### config.mk
export PLATFORM = sky130hd
export DESIGN_NAME = csha_ctrl
export DESIGN_NICKNAME = d
export VERILOG_FILES = /design/src/rtl/core/csha_pkg.sv /design/src/rtl/core/csha_ctrl.sv
export SDC_FILE = /design/constraint.sdc
export NUM_CORES = 1
export LEC_CHECK = 0
export BUFFER_PORTS_ARGS = -buffer_cell sky130_fd_sc_hd__buf_2
export CAP_MARGIN = 0
export CORE_MARGIN = 1.5
export CORE_UTILIZATION = 30
export DETAILED_ROUTE_END_ITERATION = 7
export PLACE_DENSITY = 0.55
export REMOVE_ABC_BUFFERS = 1
export SYNTH_ARGS = -nofsm -noshare
export SYNTH_HDL_FRONTEND = slang
export SYNTH_SLANG_ARGS = --single-unit
### constraint.sdc
create_clock -name clock -period 4.85 [get_ports clock]
set_input_delay 1.455 -clock clock [delete_from_list [all_inputs] [get_ports clock]]
set_output_delay 1.455 -clock clock [all_outputs]
set_load 0.005 [all_outputs]
### src/rtl/core/csha_pkg.sv
// Shared types and constants for the cross spectrum / histogram accumulator.
// Used by csha_ctrl, csha_datapath and the top level.
package csha_pkg;

   localparam int HIST_BINS      = 256;
   localparam int NUM_QUANTITIES = 4;
   localparam int HIST_DEPTH     = HIST_BINS * NUM_QUANTITIES;
   localparam int HIST_AW        = 10;
   localparam int SUM_W          = 25;
   localparam int HIST_W         = 26;
   localparam int VAL_W          = 27;
   localparam int PKT_W          = 16;
   localparam int CSR_AW         = 4;
   localparam int REQ_DW         = 80;
   localparam int RSP_DW         = 48;
   localparam logic [7:0] SIGN_OFFSET = 8'h80;

   typedef enum logic [1:0] {
      MODE_ACC   = 2'd0,
      MODE_RSPEC = 2'd1,
      MODE_RHIST = 2'd2,
      MODE_CLR   = 2'd3
   } mode_type;

   typedef enum logic [1:0] {
      REG_INTEG    = 2'd0,
      REG_HIST_LOW = 2'd1,
      REG_HIST_HI  = 2'd2,
      REG_NONE     = 2'd3
   } reg_idx_type;

   typedef struct packed {
      logic [15:0] integrate_count;
      logic [9:0]  hist_chan_low;
      logic [10:0] hist_chan_high;
   } cfg_type;

   // controller -> datapath
   typedef struct packed {
      logic load;       // capture request payload
      logic clr_init;   // zero counters, restart sweep
      logic clr_step;   // write one zero entry
      logic mem_rd;
      logic mem_wr;
      logic out_load;
   } cmd_type;

   // datapath -> controller
   typedef struct packed {
      mode_type mode;
      logic     complete;
      logic     op_last;
      logic     clr_last;
   } sts_type;

endpackage

### src/rtl/core/csha_ctrl.sv
// Sequencer for the accumulator: request intake, read-modify-write steps,
// clearing sweep and result handoff. Depends on csha_pkg.
module csha_ctrl (
   input  logic              clock,
   input  logic              reset,
   input  logic              req_tvalid,
   output logic              req_tready,
   input  csha_pkg::mode_type req_mode,
   output logic              rsp_tvalid,
   input  logic              rsp_tready,
   input  csha_pkg::sts_type sts,
   output csha_pkg::cmd_type cmd
);
   import csha_pkg::*;

   typedef enum logic [4:0] {
      S_IDLE  = 5'b00001,
      S_CLEAR = 5'b00010,
      S_RD    = 5'b00100,
      S_WR    = 5'b01000,
      S_DONE  = 5'b10000
   } state_type;

   state_type state_ff, state_in;
   logic      boot_ff, boot_in;
   logic      vld_ff, vld_in;
   logic      take;
   logic      out_free;

   assign req_tready = (state_ff == S_IDLE);
   assign take       = req_tvalid && req_tready;
   assign rsp_tvalid = vld_ff;
   assign out_free   = !vld_ff || rsp_tready;

   always_comb begin
      state_in = state_ff;
      boot_in  = boot_ff;
      cmd      = '0;
      unique case (state_ff)
         S_IDLE: begin
            if (take) begin
               cmd.load = 1'b1;
               unique case (req_mode)
                  MODE_ACC:   state_in = sts.complete ? S_DONE : S_RD;
                  MODE_RSPEC: state_in = S_RD;
                  MODE_RHIST: state_in = S_RD;
                  MODE_CLR: begin
                     cmd.clr_init = 1'b1;
                     state_in     = S_CLEAR;
                  end
               endcase
            end
         end
         S_CLEAR: begin
            cmd.clr_step = 1'b1;
            if (sts.clr_last) begin
               boot_in  = 1'b0;
               state_in = boot_ff ? S_IDLE : S_DONE;
            end
         end
         S_RD: begin
            cmd.mem_rd = 1'b1;
            state_in   = (sts.mode == MODE_ACC) ? S_WR : S_DONE;
         end
         S_WR: begin
            cmd.mem_wr = 1'b1;
            if (sts.op_last) begin
               state_in = S_DONE;
            end else begin
               state_in = S_RD;
            end
         end
         S_DONE: begin
            if (out_free) begin
               cmd.out_load = 1'b1;
               state_in     = S_IDLE;
            end
         end
         default: state_in = S_IDLE;
      endcase
   end

   always_comb begin
      vld_in = vld_ff;
      if (cmd.out_load) begin
         vld_in = 1'b1;
      end else if (rsp_tready) begin
         vld_in = 1'b0;
      end
   end

   always_ff @(posedge clock) begin
      if (reset) begin
         state_ff <= S_CLEAR;
         boot_ff  <= 1'b1;
         vld_ff   <= 1'b0;
      end else begin
         state_ff <= state_in;
         boot_ff  <= boot_in;
         vld_ff   <= vld_in;
      end
   end

endmodule

==> metrics.cfg, run 1 <==
[floorplan]
die_y_um = 44.4
die_w_um = 44.4
core_area_um2 = 1560
rows = 14
io_pins = 19
die-area_um2 = 1970
start_util_pct = 32.9

[critical_path]
cp-end-kind = output pin
cp-startpoint = req_mode[0]
crit_top_cell = buf_2
crit_path_start_kind = primary input
path_cells = buf_2 -> ha_1 -> and2_1 -> buf_2
required_ns = 3.39
max_stage_delay_ns = 0.18
slowest_stage = ha_1
crit_fanout = 2
regToRegStartpoint = state_ff[3]
path_class = primary input to output pin
cp.arrival_ns = 2.00

[timing]
drv_slew = 0
min_period_ns = 3.46
max_freq_ghz = 0.289
tightestPinTransition_ns = 0.486
min_period_over_period_pct = 71.2
relSlewSlack_pct = 66.7
rsz0062_at_grt = false
hold-worst-slack_ns = 0.482
hold_viol = 0
setup_violations = 0
finClkSkew_ns = 0.00498
setup_tns_ns = 0

[final_layout]
instances_no_fill = 97
multiInputGateArea_um2 = 312
syn2layout_area_growth_pct = 19.8
drive_gt1_share_pct = 30.9
antenna-diode-count = 0
nets = 95
nFillCells = 179
seqCellArea_um2 = 140

[grt]
grt_pass1_vias = 408
grt_max_degree = 10
grt_usage_pct = 12.2
antenna_found_initial = 0
grt_pass1_wl_um = 1730
grt_overflow = 0

[routing]
drtPass1Iterations = 6
totalWireLength_um = 1120
drc_errors = 0
vias = 503
via_per_inst = 5.19
drtIter0Drc = 5
ant_nets = 0
drt-wirelength-per-cell_um = 11.6

[synth]
synth_common_cells = dfxtp_1 (7), inv_1 (7), nor2_1 (7)
synth_top_area_share_pct = 27.3
synth_area_um2 = 513
synth_area_leaders = dfxtp_1 (27%), inv_1 (5.1%), nor2_1 (5.1%)
yosysUniqueCellTypes = 33
synth.largest_area_cell = dfxtp_1
yosys_warnings = 0
ys_dominant_reg_cell = dfxtp_1
ys_seq_area_share_pct = 27.3
ys_ff_latch = 7
synth_edf_count = 0
synthArstFlopShare_pct = 0
syn_area_per_cell_um2 = 8.02
synthCells = 64

[hold_path]
min_from = boot_ff
hp-class = flip-flop to flip-flop

[clock_network]
cts_tree = built
cts_buffers = 3
cts_max_level = 1
post-cts-setup-buffer-count = 0
cts_resized = 0
clk_pin_slew_worst_paths_ns = 0.05
insertion_delay_ns = 0.26
cts-hold-fix-buffers = 0
clockRootBuffer = clkbuf_4
cts.sinks = 7
clockBufferDepth = 2

[placed_design]
place_congestion = 0.748
dpl.cell_count = 93
hpwl_um = 854
portBuffers = 18

[power]
irDropWorstVdd_uv = 130
power_density_nw_per_um2 = 275
leakage_nw = 0.316

[run_status]
outcome = completed

[flow_run]
maxCapViolCount = 0

==> layer usage <==
metal | vias up | track usage (%) | share of wire, %
li1 | 258 | - | -
met1 | 228 | 17.1 | 50
met2 | 15 | 17.1 | 43
met3 | 2 | 2.45 | 5.1
met4 | 0 | 7.27 | 1.9
met5 | - | 0 | 0
==> per-stage QoR <==
stage | power [mW] | cell area, um2 | setup slack, ns | util, %
after floorplan | 0.0988 | 478 | 1.63 | -
after global placement | 0.115 | 588 | 1.40 | 37.7
after detailed placement | 0.115 | 588 | 1.40 | 37.7
after CTS | 0.171 | 614 | 1.39 | 39.4
after global routing | 0.179 | 614 | 1.34 | 39.4
final | 0.169 | 614 | 1.39 | 39.4
==> logic make-up after synthesis <==
group	Yosys count	share of synthesized area, %
buf+inv	12	11.9
fa+ha+maj	2	4.88
xor+xnor	1	1.71
flops	7	27.3
mux	1	1.95
simple gates	29	33.4
compound gates	12	18.8
==> registers in the layout, indices dropped and copies added, names as in the netlist <==
| register | count |
|---|---|
| boot_ff | 1 |
| rsp_tvalid | 1 |
| state_ff | 5 |
==> layout make-up <==
class | instances | area share, %
Multi-Input combinational cell | 45 | 50.7
Sequential cell | 7 | 22.8
Timing Repair Buffer | 18 | 14.7
Clock buffer | 4 | 4.28
Inverter | 7 | 4.28
Tap cell | 16 | 3.26
==> critical path, delay by kind of cell <==
family | cells | cell delay [ns]
buffers and inverters | 2 | 0.23
adders and majority gates | 1 | 0.18
and+or+nand+nor | 1 | 0.14
==> power breakdown <==
group / switching, mW / internal (mW) / leakage [nW]
Combinational: 0.0214 / 0.0223 / 0.244
Sequential: 0.00805 / 0.0621 / 0.0573
Clock: 0.0235 / 0.0315 / 0.0150
==> worst paths after layout <==
check	endpoint	slack (ns)	depth (start not counted)
worst max-delay path	cmd[4]	1.39	4
worst min-delay path	boot_ff	0.48	1
worst max register to register	state_ff[0]	3.13	3
worst min register to register	boot_ff	0.48	1
==> placed cells by master, fill, tap and decap left out, drive strengths merged, types with 2 or more instances in the layout <==
master	synthesis	layout
a2111oi	2	2
a21o	2	2
a21oi	2	2
and2	3	3
and3	4	4
buf	4	18
clkbuf	1	4
dfxtp	7	7
ha	2	2
inv	7	7
nand2	2	2
nor2	7	7
nor2b	2	2
nor3	3	3
nor3b	2	2
Note: power is estimated with default switching activity, not from simulation.
==> inputs of run 2 (changes only) <==
==> constraint.sdc (replaced) <==
create_clock -name clock -period 3.3 [get_ports clock]
set_input_delay 0.99 -clock clock [delete_from_list [all_inputs] [get_ports clock]]
set_output_delay 0.99 -clock clock [all_outputs]
set_load 0.005 [all_outputs]
==> run 2 against run 1 <==
The run now ends with design-rule violations left. Combinational power rose by 46%. Cell count did not move. Power rose by 45%. Non-clock buffer count did not move. Via count fell by 0.60%. First-iteration DRC count rose by 100%. Die area did not move. Sequential power rose by 47%. Hold slack got worse by 0.0047 ns. Critical endpoint unchanged. Largest cell class unchanged.
==> metrics.cfg, run 2 (synthesis gave the netlist of run 1 again) <==
[critical_path]
regToRegStartpoint = state_ff[3]
crit_fanout = 2
cp.arrival_ns = 1.54
crit_path_start_kind = primary input
path_class = primary input to output pin
ff2ff_path_depth = 3
required_ns = 2.31
cp-end-kind = output pin
rr_endpoint = state_ff[0]
reg2reg_slack_ns = 1.59

[routing]
vias = 500
totalWireLength_um = 1110
drc_errors = 1
drtPass1Iterations = 7
drt-wirelength-per-cell_um = 11.5
via_per_inst = 5.15
drtIter0Drc = 10
ant_nets = 0

[power]
p_int_mw = 0.170
seqPwrFrac_pct = 42.1
power_frac_clock_pct = 31.8
irDropWorstVdd_uv = 203
p_total_mw = 0.245
switchingPower_mw = 0.0752
pwr-share-comb_pct = 26.1
power_density_nw_per_um2 = 400
leakage_nw = 0.316
swShare_pct = 30.6

[final_layout]
largest_reg_flops = 5
regMostFlops = state_ff
antenna-diode-count = 0
nets = 95
final_util_pct = 39.4
drive_gt1_share_pct = 30.9
syn2layout_area_growth_pct = 19.8
instances_no_fill = 97
final_common_cell = buf_2
most-common-layout-cells = buf_2 (18), nor2_1 (7), inv_1 (7), dfxtp_1 (7)

[timing]
rsz0062_at_grt = false
tightestPinTransition_ns = 0.486
finClkSkew_ns = 0.00466
max_freq_ghz = 0.396
setup_violations = 0
drv_slew = 0
finalWorstSetupSlack_ns = 0.774
hold_viol = 0
min_period_ns = 2.53
setup_tns_ns = 0
min_period_over_period_pct = 76.5
relSlewSlack_pct = 66.8

[clock_network]
post-cts-setup-buffer-count = 0
cts_tree = built
insertion_delay_ns = 0.25
cts.sinks = 7
cts_max_level = 1
cts-hold-fix-buffers = 0
clk_pin_slew_worst_paths_ns = 0.05
cts_resized = 0
clockBufferDepth = 2
clockRootBuffer = clkbuf_4
cts_buffers = 3

[grt]
antenna_found_initial = 0
grt_pass1_vias = 404
grt_max_degree = 10
grt_overflow = 0
grt_usage_pct = 11.7
grt_pass1_wl_um = 1660

[floorplan]
start_util_pct = 32.9
rows = 14
die_y_um = 44.4
die-area_um2 = 1970
io_pins = 19
core_area_um2 = 1560
die_w_um = 44.4

[run_status]
failed_checks = design-rule violations
outcome = finished with violations

[hold_path]
min_path_cells = 1
holdPathEnd = boot_ff
min_from = boot_ff
hp-class = flip-flop to flip-flop

[placed_design]
dpl.cell_count = 93
hpwl_um = 853
place_congestion = 0.749
portBuffers = 18
dp_worst_setup_slack_ns = 0.775

[flow_run]
maxCapViolCount = 0

## run 2: power by group through the flow
stage | sequential (mW) | clock, mW | combinational [mW]
final | 0.103 | 0.0780 | 0.0640
after global placement | 0.105 | 0 | 0.0643
after CTS | 0.103 | 0.0804 | 0.0649
after detailed placement | 0.105 | 0 | 0.0642
after floorplan | 0.101 | 0 | 0.0439
after global routing | 0.105 | 0.0840 | 0.0713
## run 2: critical path, cell delays in order
cell    delay [ns]
buf_2         0.11
ha_1          0.18
and2_1        0.14
buf_2         0.12
## run 2: cell type report
type                       instances  area, um2
clock buffer                       4       26.3
sequential                         7        140
timing repair buffer              18       90.1
fill                             170        945
inverter                           7       26.3
multi-input combinational         45        312
tap                               16       20.0
## run 2: how the worst max path moves through the flow
stage / start / to
global route: state_ff[0] / cmd[4]
global placement: req_mode[0] / cmd[4]
detailed placement: req_mode[0] / cmd[4]
finish: req_mode[0] / cmd[4]
floorplan: req_tvalid / cmd[4]
CTS: state_ff[0] / cmd[4]
## run 2: stage by stage
step / hold WS, ns / area (um2)
floorplan: 0.440 / 478
global placement: 0.463 / 588
detailed placement: 0.475 / 588
CTS: 0.488 / 614
global route: 0.500 / 614
finish: 0.478 / 614
## run 2: per-layer routing
metal / track usage, % / up-vias / wire, um
li1: - / 256 / -
met1: 16.6 / 231 / 557
met2: 16.8 / 11 / 492
met3: 2.45 / 2 / 57
met4: 5.45 / 0 / 6
met5: 0 / - / 0
==> inputs of run 3 (changes only) <==
==> constraint.sdc (replaced) <==
create_clock -name clock -period 2.4 [get_ports clock]
set_input_delay 0.72 -clock clock [delete_from_list [all_inputs] [get_ports clock]]
set_output_delay 0.72 -clock clock [all_outputs]
set_load 0.005 [all_outputs]
==> run 3 against run 2 <==
The flow now finishes without violations. Register-to-register slack lost 0.88 ns. Power increased by 36%. Clock-buffer cell count unchanged. Die area stayed put. Sequential power increased by 38%. Clock power rose by 35%. Clock skew is 0.0043 ns lower. Combinational power rose by 37%. Setup slack worse by 0.62 ns. Critical path type is now flip-flop to output pin. Critical endpoint unchanged. Largest power group unchanged.
==> metrics.cfg, run 3 (synthesis gave the netlist of run 1 again) <==
[placed_design]
place_congestion = 0.773
place_area_um2 = 588
hpwl_um = 849
portBuffers = 18
dpl.cell_count = 93

[final_layout]
antenna-diode-count = 0
final_common_cell = buf_2
nets = 95
regMostFlops = state_ff
instances_no_fill = 97
most-common-layout-cells = buf_2 (18), nor2_1 (7), inv_1 (7), dfxtp_1 (7)
syn2layout_area_growth_pct = 19.8
finish.instance_area_um2 = 614
largest_reg_flops = 5
drive_gt1_share_pct = 30.9

[routing]
drc_errors = 0
via_per_inst = 5.21
drtIter0Drc = 14
drt-wirelength-per-cell_um = 11.2
ant_nets = 0
vias = 505
drtPass1Iterations = 6
totalWireLength_um = 1090

[power]
leakage_nw = 0.316
power_density_nw_per_um2 = 544
irDropWorstVdd_uv = 323

[timing]
setup_violations = 0
relSlewSlack_pct = 65.1
drv_slew = 0
min_period_over_period_pct = 93.6
min_period_ns = 2.25
finClkSkew_ns = 0.000325
tightestPinTransition_ns = 0.510
max_freq_ghz = 0.445
rsz0062_at_grt = false
hold_viol = 0
setup_tns_ns = 0

[grt]
grt.busiest_layer = met2
grt_pass1_wl_um = 1770
grt_overflow = 0
antenna_found_initial = 0
use_met3_pct = 3.27
met1_usage_pct = 16.5
use_met2_pct = 17.4
grt_pass1_vias = 421
grt_usage_pct = 12.2
grt_max_degree = 10

[floorplan]
die_w_um = 44.4
rows = 14
io_pins = 19
core_area_um2 = 1560
start_util_pct = 32.9
die-area_um2 = 1970
die_y_um = 44.4

[hold_path]
hp-class = flip-flop to flip-flop
min_path_cells = 1

[critical_path]
crit_path_start_kind = flip-flop
crit_fanout = 9
ff2ff_path_depth = 3
cp.arrival_ns = 1.53
required_ns = 1.68
cp-end-kind = output pin
path_class = flip-flop to output pin

[clock_network]
cts_tree = built
clockRootBuffer = clkbuf_4
insertion_delay_ns = 0.24
cts_resized = 0
post-cts-setup-buffer-count = 0
cts.sinks = 7
cts_max_level = 1
clockBufferDepth = 2
clk_pin_slew_worst_paths_ns = 0.05
cts_buffers = 3
cts-hold-fix-buffers = 0

[flow_run]
maxCapViolCount = 0

[run_status]
outcome = completed

[run 3: cell counts in the layout (fill, tap and decap cells not counted)]
Identical to the previous run, type by type.
[run 3: path summary, 6_finish.rpt]
path                             startpoint     endpoint  slack (ns)
worst max-delay path            state_ff[0]       cmd[4]        0.15
worst max register to register  state_ff[3]  state_ff[0]        0.71
worst min-delay path                boot_ff      boot_ff        0.50
worst min register to register      boot_ff      boot_ff        0.50
[run 3: cell type report]
class	instances	area, um2
clock buffers	4	26.3
flip-flops and latches	7	140
fillers	164	945
repair buffers	18	90.1
well taps	16	20.0
multi-input cells	45	312
inverters	7	26.3
[run 3: per-layer routing]
| metal | part of all wire [%] | vias to the layer above |
|---|---|---|
| met1 | 48 | 231 |
| met4 | 1.2 | 0 |
| met3 | 5.4 | 2 |
| li1 | - | 259 |
| met5 | 0 | - |
| met2 | 45 | 13 |
[run 3: through the flow]
stage | hold slack [ns] | total power [mW] | worst slack (ns) | util, %
after floorplan | 0.440 | 0.200 | 0.638 | -
after global placement | 0.463 | 0.232 | 0.389 | 37.7
after detailed placement | 0.478 | 0.231 | 0.411 | 37.7
after CTS | 0.490 | 0.340 | 0.134 | 39.4
after global routing | 0.525 | 0.356 | 0.0130 | 39.4
final | 0.498 | 0.334 | 0.154 | 39.4
[run 3: worst max-delay path, stage by stage (launching register included)]
cell	delay, ns
dfxtp_1	0.48
nor3b_1	0.31
and3_1	0.23
and2_1	0.15
buf_2	0.11
[run 3: power breakdown]
part | internal [mW] | leakage [nW] | total (mW) | switching (mW)
clock network | 0.0633 | 0.0150 | 0.105 | 0.0414
logic | 0.0451 | 0.244 | 0.0875 | 0.0425
registers | 0.126 | 0.0573 | 0.142 | 0.0162
total | 0.234 | 0.316 | 0.334 | 0.100
